File: src/design/assert_macros.svh
// Assertion macros shared by the poller RTL.
`ifndef ASSERT_MACROS_SVH
`define ASSERT_MACROS_SVH

// Same-cycle implication, sampled on clk, off while arst_n is low.
`define BPQ_ASSERT_IMP(lbl, ante, cons) \
	lbl: assert property (@(posedge clk) disable iff (!arst_n) (ante) |-> (cons)) \
		else $error("bus poller assertion failed");

// Next-cycle implication, sampled on clk, off while arst_n is low.
`define BPQ_ASSERT_NEXT(lbl, ante, cons) \
	lbl: assert property (@(posedge clk) disable iff (!arst_n) (ante) |=> (cons)) \
		else $error("bus poller assertion failed");

`endif

File: src/design/bpq_pkg.sv
// Shared types, constants and helpers of the bus poller.
package bpq_pkg;

	localparam int SLOT_COUNT_DEF    = 8;
	localparam int QUEUE_DEPTH_DEF   = 8;
	localparam int HEADER_BYTES_DEF  = 2;
	localparam int PACKET_BYTES_DEF  = 8;
	localparam int INQUIRY_BYTES_DEF = 2;

	localparam int CFG_INDEX_W = 8;
	localparam int CFG_DATA_W  = 16;

	localparam logic [CFG_INDEX_W-1:0] REG_POLL_INTERVAL  = 8'd0;
	localparam logic [CFG_INDEX_W-1:0] REG_STATUS_TIMEOUT = 8'd1;

	localparam logic [CFG_DATA_W-1:0] POLL_INTERVAL_RESET  = 16'd25;
	localparam logic [CFG_DATA_W-1:0] STATUS_TIMEOUT_RESET = 16'd1500;

	localparam logic [1:0] CMD_STATUS  = 2'd0;
	localparam logic [1:0] CMD_QUEUE   = 2'd1;
	localparam logic [1:0] CMD_SERVICE = 2'd2;

	typedef struct packed {
		logic status_wr;
		logic service;
	} slot_ctrl_t;

	typedef struct packed {
		logic [7:0] active_mask;
		logic [7:0] identify_mask;
		logic [7:0] sel_mode;
		logic [7:0] sel_phase;
	} slot_view_t;

	typedef struct packed {
		logic push;
		logic pop;
	} queue_ctrl_t;

	typedef struct packed {
		logic nonempty;
		logic push_ok;
	} queue_stat_t;

	// Keep bytes below the given count, clear the rest.
	function automatic logic [63:0] byte_mask(input logic [3:0] bytes);
		logic [63:0] m;
		m = '0;
		for (int b = 0; b < 8; b++) begin
			m[b*8 +: 8] = {8{4'(b) < bytes}};
		end
		return m;
	endfunction

endpackage

File: src/design/bpq_if.sv
// Valid/ready channels for input items and result items.
interface bpq_item_if;
	logic        valid;
	logic        ready;
	logic [1:0]  command;
	logic [31:0] now_ms;
	logic [7:0]  address;
	logic [7:0]  status_mode;
	logic [7:0]  status_phase;
	logic        identify;
	logic [63:0] payload;
	logic [3:0]  length;
	logic        bus_ready;

	modport source (
		output valid, command, now_ms, address, status_mode, status_phase,
		       identify, payload, length, bus_ready,
		input  ready
	);
	modport sink (
		input  valid, command, now_ms, address, status_mode, status_phase,
		       identify, payload, length, bus_ready,
		output ready
	);
endinterface

interface bpq_result_if;
	logic        valid;
	logic        ready;
	logic        accepted;
	logic        send_valid;
	logic        send_is_inquiry;
	logic [2:0]  send_address;
	logic [63:0] send_payload;
	logic [3:0]  send_length;
	logic [7:0]  active_mask;
	logic [7:0]  identify_mask;
	logic [7:0]  sel_mode;
	logic [7:0]  sel_phase;

	modport source (
		output valid, accepted, send_valid, send_is_inquiry, send_address,
		       send_payload, send_length, active_mask, identify_mask,
		       sel_mode, sel_phase,
		input  ready
	);
	modport sink (
		input  valid, accepted, send_valid, send_is_inquiry, send_address,
		       send_payload, send_length, active_mask, identify_mask,
		       sel_mode, sel_phase,
		output ready
	);
endinterface

File: src/design/bpq_queue.sv
// Ring queue of outgoing command packets.
`include "assert_macros.svh"

module bpq_queue #(
	parameter int QUEUE_DEPTH  = bpq_pkg::QUEUE_DEPTH_DEF,
	parameter int HEADER_BYTES = bpq_pkg::HEADER_BYTES_DEF,
	parameter int PACKET_BYTES = bpq_pkg::PACKET_BYTES_DEF
) (
	input  logic                clk,
	input  logic                arst_n,
	input  bpq_pkg::queue_ctrl_t ctrl,
	input  logic [63:0]         payload,
	input  logic [3:0]          length,
	output bpq_pkg::queue_stat_t stat,
	output logic [63:0]         head_payload,
	output logic [3:0]          head_length
);

	localparam int QW = (QUEUE_DEPTH > 1) ? $clog2(QUEUE_DEPTH) : 1;
	localparam int CW = $clog2(QUEUE_DEPTH + 1);

	logic [63:0]   pay_mem [QUEUE_DEPTH];
	logic [3:0]    len_mem [QUEUE_DEPTH];
	logic [QW-1:0] rptr_q;
	logic [QW-1:0] wptr_q;
	logic [CW-1:0] count_q;
	logic          len_ok;
	logic          full;
	logic          push_ok;

	function automatic logic [QW-1:0] step(input logic [QW-1:0] p);
		return (p == QW'(QUEUE_DEPTH - 1)) ? '0 : p + 1'b1;
	endfunction

	assign len_ok  = (length >= 4'(HEADER_BYTES)) && (length <= 4'(PACKET_BYTES));
	assign full    = (count_q == CW'(QUEUE_DEPTH));
	assign push_ok = ctrl.push && len_ok && !full;

	assign stat = '{nonempty: (count_q != '0), push_ok: push_ok};

	assign head_payload = pay_mem[rptr_q];
	assign head_length  = len_mem[rptr_q];

	always_ff @(posedge clk or negedge arst_n) begin
		if (!arst_n) begin
			rptr_q  <= '0;
			wptr_q  <= '0;
			count_q <= '0;
		end else begin
			if (push_ok) begin
				wptr_q  <= step(wptr_q);
				count_q <= count_q + 1'b1;
			end else if (ctrl.pop) begin
				rptr_q  <= step(rptr_q);
				count_q <= count_q - 1'b1;
			end
		end
	end

	// Clear bytes past the length on the way in.
	always_ff @(posedge clk) begin
		if (push_ok) begin
			pay_mem[wptr_q] <= payload & bpq_pkg::byte_mask(length);
			len_mem[wptr_q] <= length;
		end
	end

	`BPQ_ASSERT_IMP(a_q_pop_nonempty, ctrl.pop, count_q != '0)
	`BPQ_ASSERT_NEXT(a_q_pop_count, ctrl.pop && !push_ok, count_q == $past(count_q) - 1'b1)
	`BPQ_ASSERT_IMP(a_q_ptr_match, (count_q == '0) || full, rptr_q == wptr_q)

endmodule

File: src/design/bpq_slots.sv
// Per-slot status table with timeout expiry and read-back.
`include "assert_macros.svh"

module bpq_slots #(
	parameter int SLOT_COUNT = bpq_pkg::SLOT_COUNT_DEF
) (
	input  logic                clk,
	input  logic                arst_n,
	input  bpq_pkg::slot_ctrl_t ctrl,
	input  logic [31:0]         now_ms,
	input  logic [15:0]         timeout_ms,
	input  logic [7:0]          address,
	input  logic [7:0]          status_mode,
	input  logic [7:0]          status_phase,
	input  logic                identify,
	output bpq_pkg::slot_view_t view
);

	localparam int SW = (SLOT_COUNT > 1) ? $clog2(SLOT_COUNT) : 1;

	logic [31:0]           heard_q [SLOT_COUNT];
	logic [31:0]           heard_d [SLOT_COUNT];
	logic [7:0]            mode_q  [SLOT_COUNT];
	logic [7:0]            mode_d  [SLOT_COUNT];
	logic [7:0]            phase_q [SLOT_COUNT];
	logic [7:0]            phase_d [SLOT_COUNT];
	logic [SLOT_COUNT-1:0] active_q;
	logic [SLOT_COUNT-1:0] active_d;
	logic [SLOT_COUNT-1:0] ident_q;
	logic [SLOT_COUNT-1:0] ident_d;
	logic                  in_range;
	logic [SW-1:0]         sel;
	logic [7:0]            amask;
	logic [7:0]            imask;

	assign in_range = (address < 8'(SLOT_COUNT));
	assign sel      = address[SW-1:0];

	for (genvar i = 0; i < SLOT_COUNT; i++) begin : g_slot
		logic        hit;
		logic [31:0] limit;
		logic [31:0] age;
		logic        expired;

		assign hit     = ctrl.status_wr && in_range && (address == 8'(i));
		assign limit   = heard_q[i] + {16'b0, timeout_ms};
		// Wrap-safe: deadline reached when now minus limit is non-negative.
		assign age     = now_ms - limit;
		assign expired = ctrl.service && active_q[i] && !age[31];

		assign active_d[i] = hit | (active_q[i] & ~expired);
		assign ident_d[i]  = hit ? identify : ident_q[i];
		assign heard_d[i]  = hit ? now_ms : heard_q[i];
		assign mode_d[i]   = hit ? status_mode : mode_q[i];
		assign phase_d[i]  = hit ? status_phase : phase_q[i];
	end

	always_ff @(posedge clk or negedge arst_n) begin
		if (!arst_n) begin
			active_q <= '0;
			ident_q  <= '0;
			for (int i = 0; i < SLOT_COUNT; i++) begin
				heard_q[i] <= '0;
				mode_q[i]  <= '0;
				phase_q[i] <= '0;
			end
		end else begin
			active_q <= active_d;
			ident_q  <= ident_d;
			heard_q  <= heard_d;
			mode_q   <= mode_d;
			phase_q  <= phase_d;
		end
	end

	// Masks cover slots 0..7 only.
	for (genvar i = 0; i < 8; i++) begin : g_mask
		if (i < SLOT_COUNT) begin : g_on
			assign amask[i] = active_d[i];
			assign imask[i] = ident_d[i];
		end else begin : g_off
			assign amask[i] = 1'b0;
			assign imask[i] = 1'b0;
		end
	end

	assign view = '{
		active_mask:   amask,
		identify_mask: imask,
		sel_mode:      in_range ? mode_d[sel] : 8'd0,
		sel_phase:     in_range ? phase_d[sel] : 8'd0
	};

	`BPQ_ASSERT_NEXT(a_svc_never_sets, ctrl.service, (active_q & ~$past(active_q)) == '0)

endmodule

File: src/design/bus_poller_with_command_queue.sv
// Top level of the round-robin bus poller with command queue.
// Each item is taken and its result beat is registered on the next clock
// edge; a new item is taken every cycle as long as the result register is
// empty or its beat is taken in the same cycle, so the sustained rate is
// one item per clock. The slot timeout checks run side by side in the slot
// table, and the queue head is read straight from its register file. Writes
// on the configuration port (index 0 poll interval, index 1 status timeout,
// others ignored) take effect on the next item.
`include "assert_macros.svh"

module bus_poller_with_command_queue #(
	parameter int SLOT_COUNT    = bpq_pkg::SLOT_COUNT_DEF,
	parameter int QUEUE_DEPTH   = bpq_pkg::QUEUE_DEPTH_DEF,
	parameter int HEADER_BYTES  = bpq_pkg::HEADER_BYTES_DEF,
	parameter int PACKET_BYTES  = bpq_pkg::PACKET_BYTES_DEF,
	parameter int INQUIRY_BYTES = bpq_pkg::INQUIRY_BYTES_DEF
) (
	input  logic                             clk,
	input  logic                             arst_n,
	input  logic                             wr_en,
	input  logic [bpq_pkg::CFG_INDEX_W-1:0]  wr_index,
	input  logic [bpq_pkg::CFG_DATA_W-1:0]   wr_data,
	bpq_item_if.sink                         item,
	bpq_result_if.source                     result
);

	localparam int SW = (SLOT_COUNT > 1) ? $clog2(SLOT_COUNT) : 1;

	logic [15:0]          poll_q;
	logic [15:0]          timeout_q;
	logic [31:0]          next_send_q;
	logic [SW-1:0]        next_poll_q;
	logic                 res_valid_q;

	logic                 accepted_q;
	logic                 send_valid_q;
	logic                 send_is_inquiry_q;
	logic [2:0]           send_address_q;
	logic [63:0]          send_payload_q;
	logic [3:0]           send_length_q;
	bpq_pkg::slot_view_t  view_q;

	logic                 in_ready;
	logic                 item_acc;
	logic                 is_status;
	logic                 is_push;
	logic                 is_service;
	logic [31:0]          slack;
	logic                 go;
	logic                 pop;
	logic                 inquiry;
	logic [31:0]          deadline_d;
	logic [3:0]           send_length_d;

	bpq_pkg::slot_ctrl_t  slot_ctrl;
	bpq_pkg::slot_view_t  slot_view;
	bpq_pkg::queue_ctrl_t q_ctrl;
	bpq_pkg::queue_stat_t q_stat;
	logic [63:0]          head_payload;
	logic [3:0]           head_length;

	assign in_ready   = !res_valid_q || result.ready;
	assign item.ready = in_ready;
	assign item_acc   = item.valid && in_ready;

	assign is_status  = item_acc && (item.command == bpq_pkg::CMD_STATUS);
	assign is_push    = item_acc && (item.command == bpq_pkg::CMD_QUEUE);
	assign is_service = item_acc && (item.command == bpq_pkg::CMD_SERVICE);

	// Send deadline reached when now minus deadline is non-negative.
	assign slack   = item.now_ms - next_send_q;
	assign go      = is_service && !slack[31] && item.bus_ready;
	assign pop     = go && q_stat.nonempty;
	assign inquiry = go && !q_stat.nonempty;

	assign deadline_d = item.now_ms + {16'b0, poll_q};

	always_comb begin
		if (pop) begin
			send_length_d = head_length;
		end else if (inquiry) begin
			send_length_d = 4'(INQUIRY_BYTES);
		end else begin
			send_length_d = 4'd0;
		end
	end

	assign slot_ctrl = '{status_wr: is_status, service: is_service};
	assign q_ctrl    = '{push: is_push, pop: pop};

	bpq_slots #(
		.SLOT_COUNT (SLOT_COUNT)
	) u_slots (
		.clk          (clk),
		.arst_n       (arst_n),
		.ctrl         (slot_ctrl),
		.now_ms       (item.now_ms),
		.timeout_ms   (timeout_q),
		.address      (item.address),
		.status_mode  (item.status_mode),
		.status_phase (item.status_phase),
		.identify     (item.identify),
		.view         (slot_view)
	);

	bpq_queue #(
		.QUEUE_DEPTH  (QUEUE_DEPTH),
		.HEADER_BYTES (HEADER_BYTES),
		.PACKET_BYTES (PACKET_BYTES)
	) u_queue (
		.clk          (clk),
		.arst_n       (arst_n),
		.ctrl         (q_ctrl),
		.payload      (item.payload),
		.length       (item.length),
		.stat         (q_stat),
		.head_payload (head_payload),
		.head_length  (head_length)
	);

	always_ff @(posedge clk or negedge arst_n) begin
		if (!arst_n) begin
			poll_q      <= bpq_pkg::POLL_INTERVAL_RESET;
			timeout_q   <= bpq_pkg::STATUS_TIMEOUT_RESET;
			next_send_q <= '0;
			next_poll_q <= '0;
			res_valid_q <= 1'b0;
		end else begin
			if (wr_en) begin
				case (wr_index)
					bpq_pkg::REG_POLL_INTERVAL: begin
						poll_q <= wr_data;
					end
					bpq_pkg::REG_STATUS_TIMEOUT: begin
						timeout_q <= wr_data;
					end
					default: begin
					end
				endcase
			end
			if (go) begin
				next_send_q <= deadline_d;
			end
			if (inquiry) begin
				next_poll_q <= (next_poll_q == SW'(SLOT_COUNT - 1)) ? '0 : next_poll_q + 1'b1;
			end
			// Hold the beat until taken; refill on every accepted item.
			if (item_acc) begin
				res_valid_q <= 1'b1;
			end else if (result.ready) begin
				res_valid_q <= 1'b0;
			end
		end
	end

	always_ff @(posedge clk) begin
		if (item_acc) begin
			accepted_q        <= q_stat.push_ok;
			send_valid_q      <= go;
			send_is_inquiry_q <= inquiry;
			send_address_q    <= inquiry ? 3'(next_poll_q) : 3'd0;
			send_payload_q    <= pop ? head_payload : 64'd0;
			send_length_q     <= send_length_d;
			view_q            <= slot_view;
		end
	end

	assign result.valid           = res_valid_q;
	assign result.accepted        = accepted_q;
	assign result.send_valid      = send_valid_q;
	assign result.send_is_inquiry = send_is_inquiry_q;
	assign result.send_address    = send_address_q;
	assign result.send_payload    = send_payload_q;
	assign result.send_length     = send_length_q;
	assign result.active_mask     = view_q.active_mask;
	assign result.identify_mask   = view_q.identify_mask;
	assign result.sel_mode        = view_q.sel_mode;
	assign result.sel_phase       = view_q.sel_phase;

	`BPQ_ASSERT_NEXT(a_deadline_set, go, next_send_q == $past(deadline_d))

endmodule
File: src/flat_wrapper.sv
// flat-port wrapper written by rule: the top's interface ports become plain ports
module bus_poller_with_command_queue_flat 
#(
	parameter int SLOT_COUNT    = bpq_pkg::SLOT_COUNT_DEF,
	parameter int QUEUE_DEPTH   = bpq_pkg::QUEUE_DEPTH_DEF,
	parameter int HEADER_BYTES  = bpq_pkg::HEADER_BYTES_DEF,
	parameter int PACKET_BYTES  = bpq_pkg::PACKET_BYTES_DEF,
	parameter int INQUIRY_BYTES = bpq_pkg::INQUIRY_BYTES_DEF
)
  (clk, arst_n, wr_en, wr_index, wr_data, item_valid, item_command, item_now_ms, item_address, item_status_mode, item_status_phase, item_identify, item_payload, item_length, item_bus_ready, item_ready, result_valid, result_accepted, result_send_valid, result_send_is_inquiry, result_send_address, result_send_payload, result_send_length, result_active_mask, result_identify_mask, result_sel_mode, result_sel_phase, result_ready);
  bpq_item_if item_i ();
  bpq_result_if result_i ();
  input  logic clk;
  input  logic arst_n;
  input  logic wr_en;
  input  logic [bpq_pkg::CFG_INDEX_W-1:0] wr_index;
  input  logic [bpq_pkg::CFG_DATA_W-1:0] wr_data;
  input wire logic [$bits(item_i.valid)-1:0] item_valid;
  input wire logic [$bits(item_i.command)-1:0] item_command;
  input wire logic [$bits(item_i.now_ms)-1:0] item_now_ms;
  input wire logic [$bits(item_i.address)-1:0] item_address;
  input wire logic [$bits(item_i.status_mode)-1:0] item_status_mode;
  input wire logic [$bits(item_i.status_phase)-1:0] item_status_phase;
  input wire logic [$bits(item_i.identify)-1:0] item_identify;
  input wire logic [$bits(item_i.payload)-1:0] item_payload;
  input wire logic [$bits(item_i.length)-1:0] item_length;
  input wire logic [$bits(item_i.bus_ready)-1:0] item_bus_ready;
  output wire logic [$bits(item_i.ready)-1:0] item_ready;
  output wire logic [$bits(result_i.valid)-1:0] result_valid;
  output wire logic [$bits(result_i.accepted)-1:0] result_accepted;
  output wire logic [$bits(result_i.send_valid)-1:0] result_send_valid;
  output wire logic [$bits(result_i.send_is_inquiry)-1:0] result_send_is_inquiry;
  output wire logic [$bits(result_i.send_address)-1:0] result_send_address;
  output wire logic [$bits(result_i.send_payload)-1:0] result_send_payload;
  output wire logic [$bits(result_i.send_length)-1:0] result_send_length;
  output wire logic [$bits(result_i.active_mask)-1:0] result_active_mask;
  output wire logic [$bits(result_i.identify_mask)-1:0] result_identify_mask;
  output wire logic [$bits(result_i.sel_mode)-1:0] result_sel_mode;
  output wire logic [$bits(result_i.sel_phase)-1:0] result_sel_phase;
  input wire logic [$bits(result_i.ready)-1:0] result_ready;
  assign item_i.valid = item_valid;
  assign item_i.command = item_command;
  assign item_i.now_ms = item_now_ms;
  assign item_i.address = item_address;
  assign item_i.status_mode = item_status_mode;
  assign item_i.status_phase = item_status_phase;
  assign item_i.identify = item_identify;
  assign item_i.payload = item_payload;
  assign item_i.length = item_length;
  assign item_i.bus_ready = item_bus_ready;
  assign item_ready = item_i.ready;
  assign result_valid = result_i.valid;
  assign result_accepted = result_i.accepted;
  assign result_send_valid = result_i.send_valid;
  assign result_send_is_inquiry = result_i.send_is_inquiry;
  assign result_send_address = result_i.send_address;
  assign result_send_payload = result_i.send_payload;
  assign result_send_length = result_i.send_length;
  assign result_active_mask = result_i.active_mask;
  assign result_identify_mask = result_i.identify_mask;
  assign result_sel_mode = result_i.sel_mode;
  assign result_sel_phase = result_i.sel_phase;
  assign result_i.ready = result_ready;
  bus_poller_with_command_queue #(.SLOT_COUNT(SLOT_COUNT), .QUEUE_DEPTH(QUEUE_DEPTH), .HEADER_BYTES(HEADER_BYTES), .PACKET_BYTES(PACKET_BYTES), .INQUIRY_BYTES(INQUIRY_BYTES)) u_core (.clk(clk), .arst_n(arst_n), .wr_en(wr_en), .wr_index(wr_index), .wr_data(wr_data), .item(item_i), .result(result_i));
endmodule
File: config.mk
export PLATFORM = sky130hd
export DESIGN_NAME = bus_poller_with_command_queue_flat
export DESIGN_NICKNAME = d
export VERILOG_FILES = /design/src/design/bpq_pkg.sv /design/src/design/bpq_if.sv /design/src/design/bpq_queue.sv /design/src/design/bpq_slots.sv /design/src/design/bus_poller_with_command_queue.sv /design/src/flat_wrapper.sv
export VERILOG_INCLUDE_DIRS = /design/src /design/src/design
export SDC_FILE = /design/constraint.sdc
export NUM_CORES = 2
export LEC_CHECK = 0
export BUFFER_PORTS_ARGS = -buffer_cell sky130_fd_sc_hd__buf_4
export CAP_MARGIN = 20
export CORE_MARGIN = 8
export CORE_UTILIZATION = 35
export CTS_BUF_LIST = sky130_fd_sc_hd__clkbuf_8
export CTS_CLUSTER_SIZE = 40
export DETAILED_ROUTE_END_ITERATION = 8
export PLACE_DENSITY = 0.54
export SYNTH_ARGS = -nofsm -noshare
export SYNTH_HDL_FRONTEND = slang
export SYNTH_SLANG_ARGS = --single-unit
File: constraint.sdc
create_clock -name clk -period 10.1 [get_ports clk]
set_clock_uncertainty 0.2 [all_clocks]
set_input_delay 2.02 -clock clk [delete_from_list [all_inputs] [get_ports clk]]
set_output_delay 2.02 -clock clk [all_outputs]
set_load 0.01 [all_outputs]
==> reports/summary.txt <==
routability cong. = 0.816
cell family with most CP delay = simple AND/OR/NAND/NOR gates
mean post-synth cell area = 13.3 µm²
post-synthesis cell area = 56,100 µm²
Area growth, synth to finish = 15.2%
fmax = 176 MHz
CP peak stage delay = 0.84 ns
DIE WIDTH = 416 µm
total die area = 173,000 µm²
RSZ-0062 raised after global routing = false
Synthesized Nets = 4,909
Slew HR = 0.312
ys async rst share = 0.424
DR DRC count = 0
minimum clock period = 5.70 ns
final hold vios = 0
CTS tree = done
pin count of the biggest net entering global routing = 134
Reg2Reg Setup Slack = 5.26 ns
WP buf/inv = 2
clk buf depth = 3
Worst Path Max Fanout = 64
post-cts sizing count = 0
Worst EP required = 10.69 ns
vias in the first global route = 35,400
violation count after the first detailed-route iteration = 1,502
routed vias/inst = 4.90
# clock sinks = 1,128
hpwl dp = 90,000 µm
# hold bufs at CTS = 0
Synth Register Bits = 1,128
NumNets Final = 5,270
H-tree depth = 4
Post-synth EDFFs = 650
Hold/Removal Path Class = flip-flop to flip-flop
# Post-CTS Setup Buffers = 0
core area = 160,000 µm²
starting density of the core = 0.351
clk_lat worst skew = 0.94 ns
Clk pin slew, worst setup/hold paths = 0.06 ns
Final Cycle Share = 0.564
dpl cells = 6,454
pwr dens = 175 nW/µm²
first-pass GRT wire length = 217,000 µm
Worst setup SP type = input pin
layout cells sized above 1 = 0.213
CP endpoint kind = flip-flop
routed wire length = 140,000 µm
Worst Tran Pin Value = 1.03 ns
Critical Path AT = 6.29 ns
critical path class = input pin to flip-flop
root buffer cell = clkbuf_8
worst-case vdd ir drop = 205 µV
First-pass DRT Iterations = 4
Final Max Slew Viols = 0
maxcap violations = 0
Avg WL per Cell = 20.6 µm
Seq/Total Area, Yosys = 0.561
Yosys cell types = 71
number of setup violations in the final report = 0
# rows = 147
DRT antenna net count = 0
crit-path cells = buf_4, ha_1, nand4_1, nor4_1, o211ai_1, nor4_1, a221oi_4, nand2_4, nand2_4, buf_4, nor2_1
slowest stage cell, crit path = nor4_1
ys flop type = edfxtp_1
GRT Total Usage = 0.162
total gr overflow = 0
Static Leak = 27.2 nW
Syn Inst Count = 4,208
post-route insts no fill = 6,824
count of buffers from port buffering = 264
antenna violations before repair = 28
Syn. warnings = 0
status = finished, final reports clean
setup tns final = 0 ns
Hold WS = 0.272 ns
Die Ht = 416 µm
via count = 33,400
I/O pins = 265
total CTS buffers = 199
total power = 11.3 mW
Filler Cell Count = 15,000
-- placed cells by master (no fill, tap or decap), types with 36 or more instances in the layout --
| cell | count |
|---|---|
| edfxtp_1 | 650 |
| inv_1 | 573 |
| dfrtp_1 | 465 |
| ha_1 | 430 |
| nand2_1 | 323 |
| buf_4 | 313 |
| o21ai_0 | 256 |
| mux2_2 | 235 |
| clkbuf_8 | 220 |
| nor2_1 | 156 |
| mux4_2 | 146 |
| a21oi_1 | 114 |
| fa_1 | 114 |
| mux2i_1 | 105 |
| a21o_1 | 81 |
| nor2b_1 | 49 |
| nand4_1 | 48 |
| and2_1 | 42 |
| xnor2_1 | 36 |
-- per-layer routing --
layer	share of wire	track usage	vias up
li1	-	-	15800
met1	0.43	0.204	16700
met2	0.50	0.281	602
met3	0.039	0.0293	250
met4	0.030	0.0536	4
met5	0.00021	0	-
-- final timing paths --
check | to | cells after the start | startpoint
worst min-delay path | u_core.u_slots.phase_q[55] | 2 | u_core.u_slots.phase_q[55]
worst min register to register | u_core.u_slots.phase_q[55] | 2 | u_core.u_slots.phase_q[55]
worst max-delay path | u_core.result.send_payload[21] | 11 | item_now_ms[29]
min in group asynchronous | u_core.u_slots.heard_q[23] | 1 | arst_n
worst max register to register | u_core.result.send_payload[21] | 11 | u_core.next_send_q[29]
max in group asynchronous | u_core.next_send_q[16] | 3 | arst_n
-- Yosys cell counts, types with 49 or more instances --
| master | instances | area (µm²) |
|---|---|---|
| mux2_2 | 235 | 2650 |
| fa_1 | 114 | 2280 |
| edfxtp_1 | 650 | 19500 |
| inv_1 | 495 | 1860 |
| clkbuf_1 | 128 | 480 |
| mux4_2 | 146 | 3290 |
| a21oi_1 | 114 | 571 |
| o21ai_0 | 256 | 1280 |
| ha_1 | 430 | 5380 |
| nor2_1 | 159 | 597 |
| mux2i_1 | 105 | 1050 |
| nor2b_1 | 49 | 307 |
| a21o_1 | 81 | 608 |
| dfrtp_1 | 468 | 11700 |
| nand2_1 | 329 | 1230 |
-- kinds of logic (layout without fill, tap and decap cells) --
kind of cell    count (synthesis)  in the layout  share of synthesized area
fa+ha+maj                     544            544                      0.137
compound gates                593            593                     0.0643
mux                           487            487                      0.125
flops                        1128           1128                      0.561
xor+xnor                       44             44                    0.00687
buf+inv                       663           1180                     0.0449
simple gates                  749            749                     0.0615
other cells                     0             13                          0
-- sequential cells by signal, summed over array words and instances, names as in the netlist, 32 cells and up --
signal                      cells
u_core.u_queue.pay_mem        512
u_core.u_slots.mode_q          64
u_core.u_slots.phase_q         64
u_core.u_slots.heard_q        256
u_core.next_send_q             32
u_core.result.send_payload     64
u_core.u_queue.len_mem         32
-- area by class of cell --
class	instances	area (µm²)	share of cell area
well taps	2086	2610	0.0404
inverters	505	1900	0.0294
clock inverters	137	891	0.0138
multi-input cells	2417	22200	0.344
repair buffers	318	2440	0.0378
diodes	13	32.5	0.000503
flip-flops and latches	1128	31500	0.487
clock buffers	220	3030	0.0468
-- report_power, final --
| part | internal, mW | switching [mW] | leakage, nW | total (mW) |
|---|---|---|---|---|
| registers | 5.07 | 0.170 | 12.4 | 5.24 |
| clock network | 2.13 | 2.01 | 2.28 | 4.14 |
| logic | 0.938 | 1.02 | 12.5 | 1.95 |
| total | 8.14 | 3.20 | 27.2 | 11.3 |
-- worst reg2reg max path, stage by stage, from the launching register on --
cell,delay [ns]
dfrtp_1,0.35
inv_1,0.05
ha_1,0.30
nand4_1,0.16
nor4_1,0.84
o211ai_1,0.34
nor4_1,0.54
a221oi_4,0.10
nand2_4,0.58
nand2_4,0.55
buf_4,0.49
nor2_1,0.22
-- stage by stage --
stage / util / worst slack, ns / instance area [µm²]
2_1_floorplan: - / 1.21 / 56100
4_1_cts: 0.404 / 4.50 / 64600
5_1_grt: 0.404 / 4.14 / 64600
6_report: 0.404 / 4.40 / 64600
3_3_place_gp: 0.380 / 3.49 / 60700
3_5_place_dp: 0.380 / 3.42 / 60700
No activity file was read; power rests on OpenSTA's default activity.
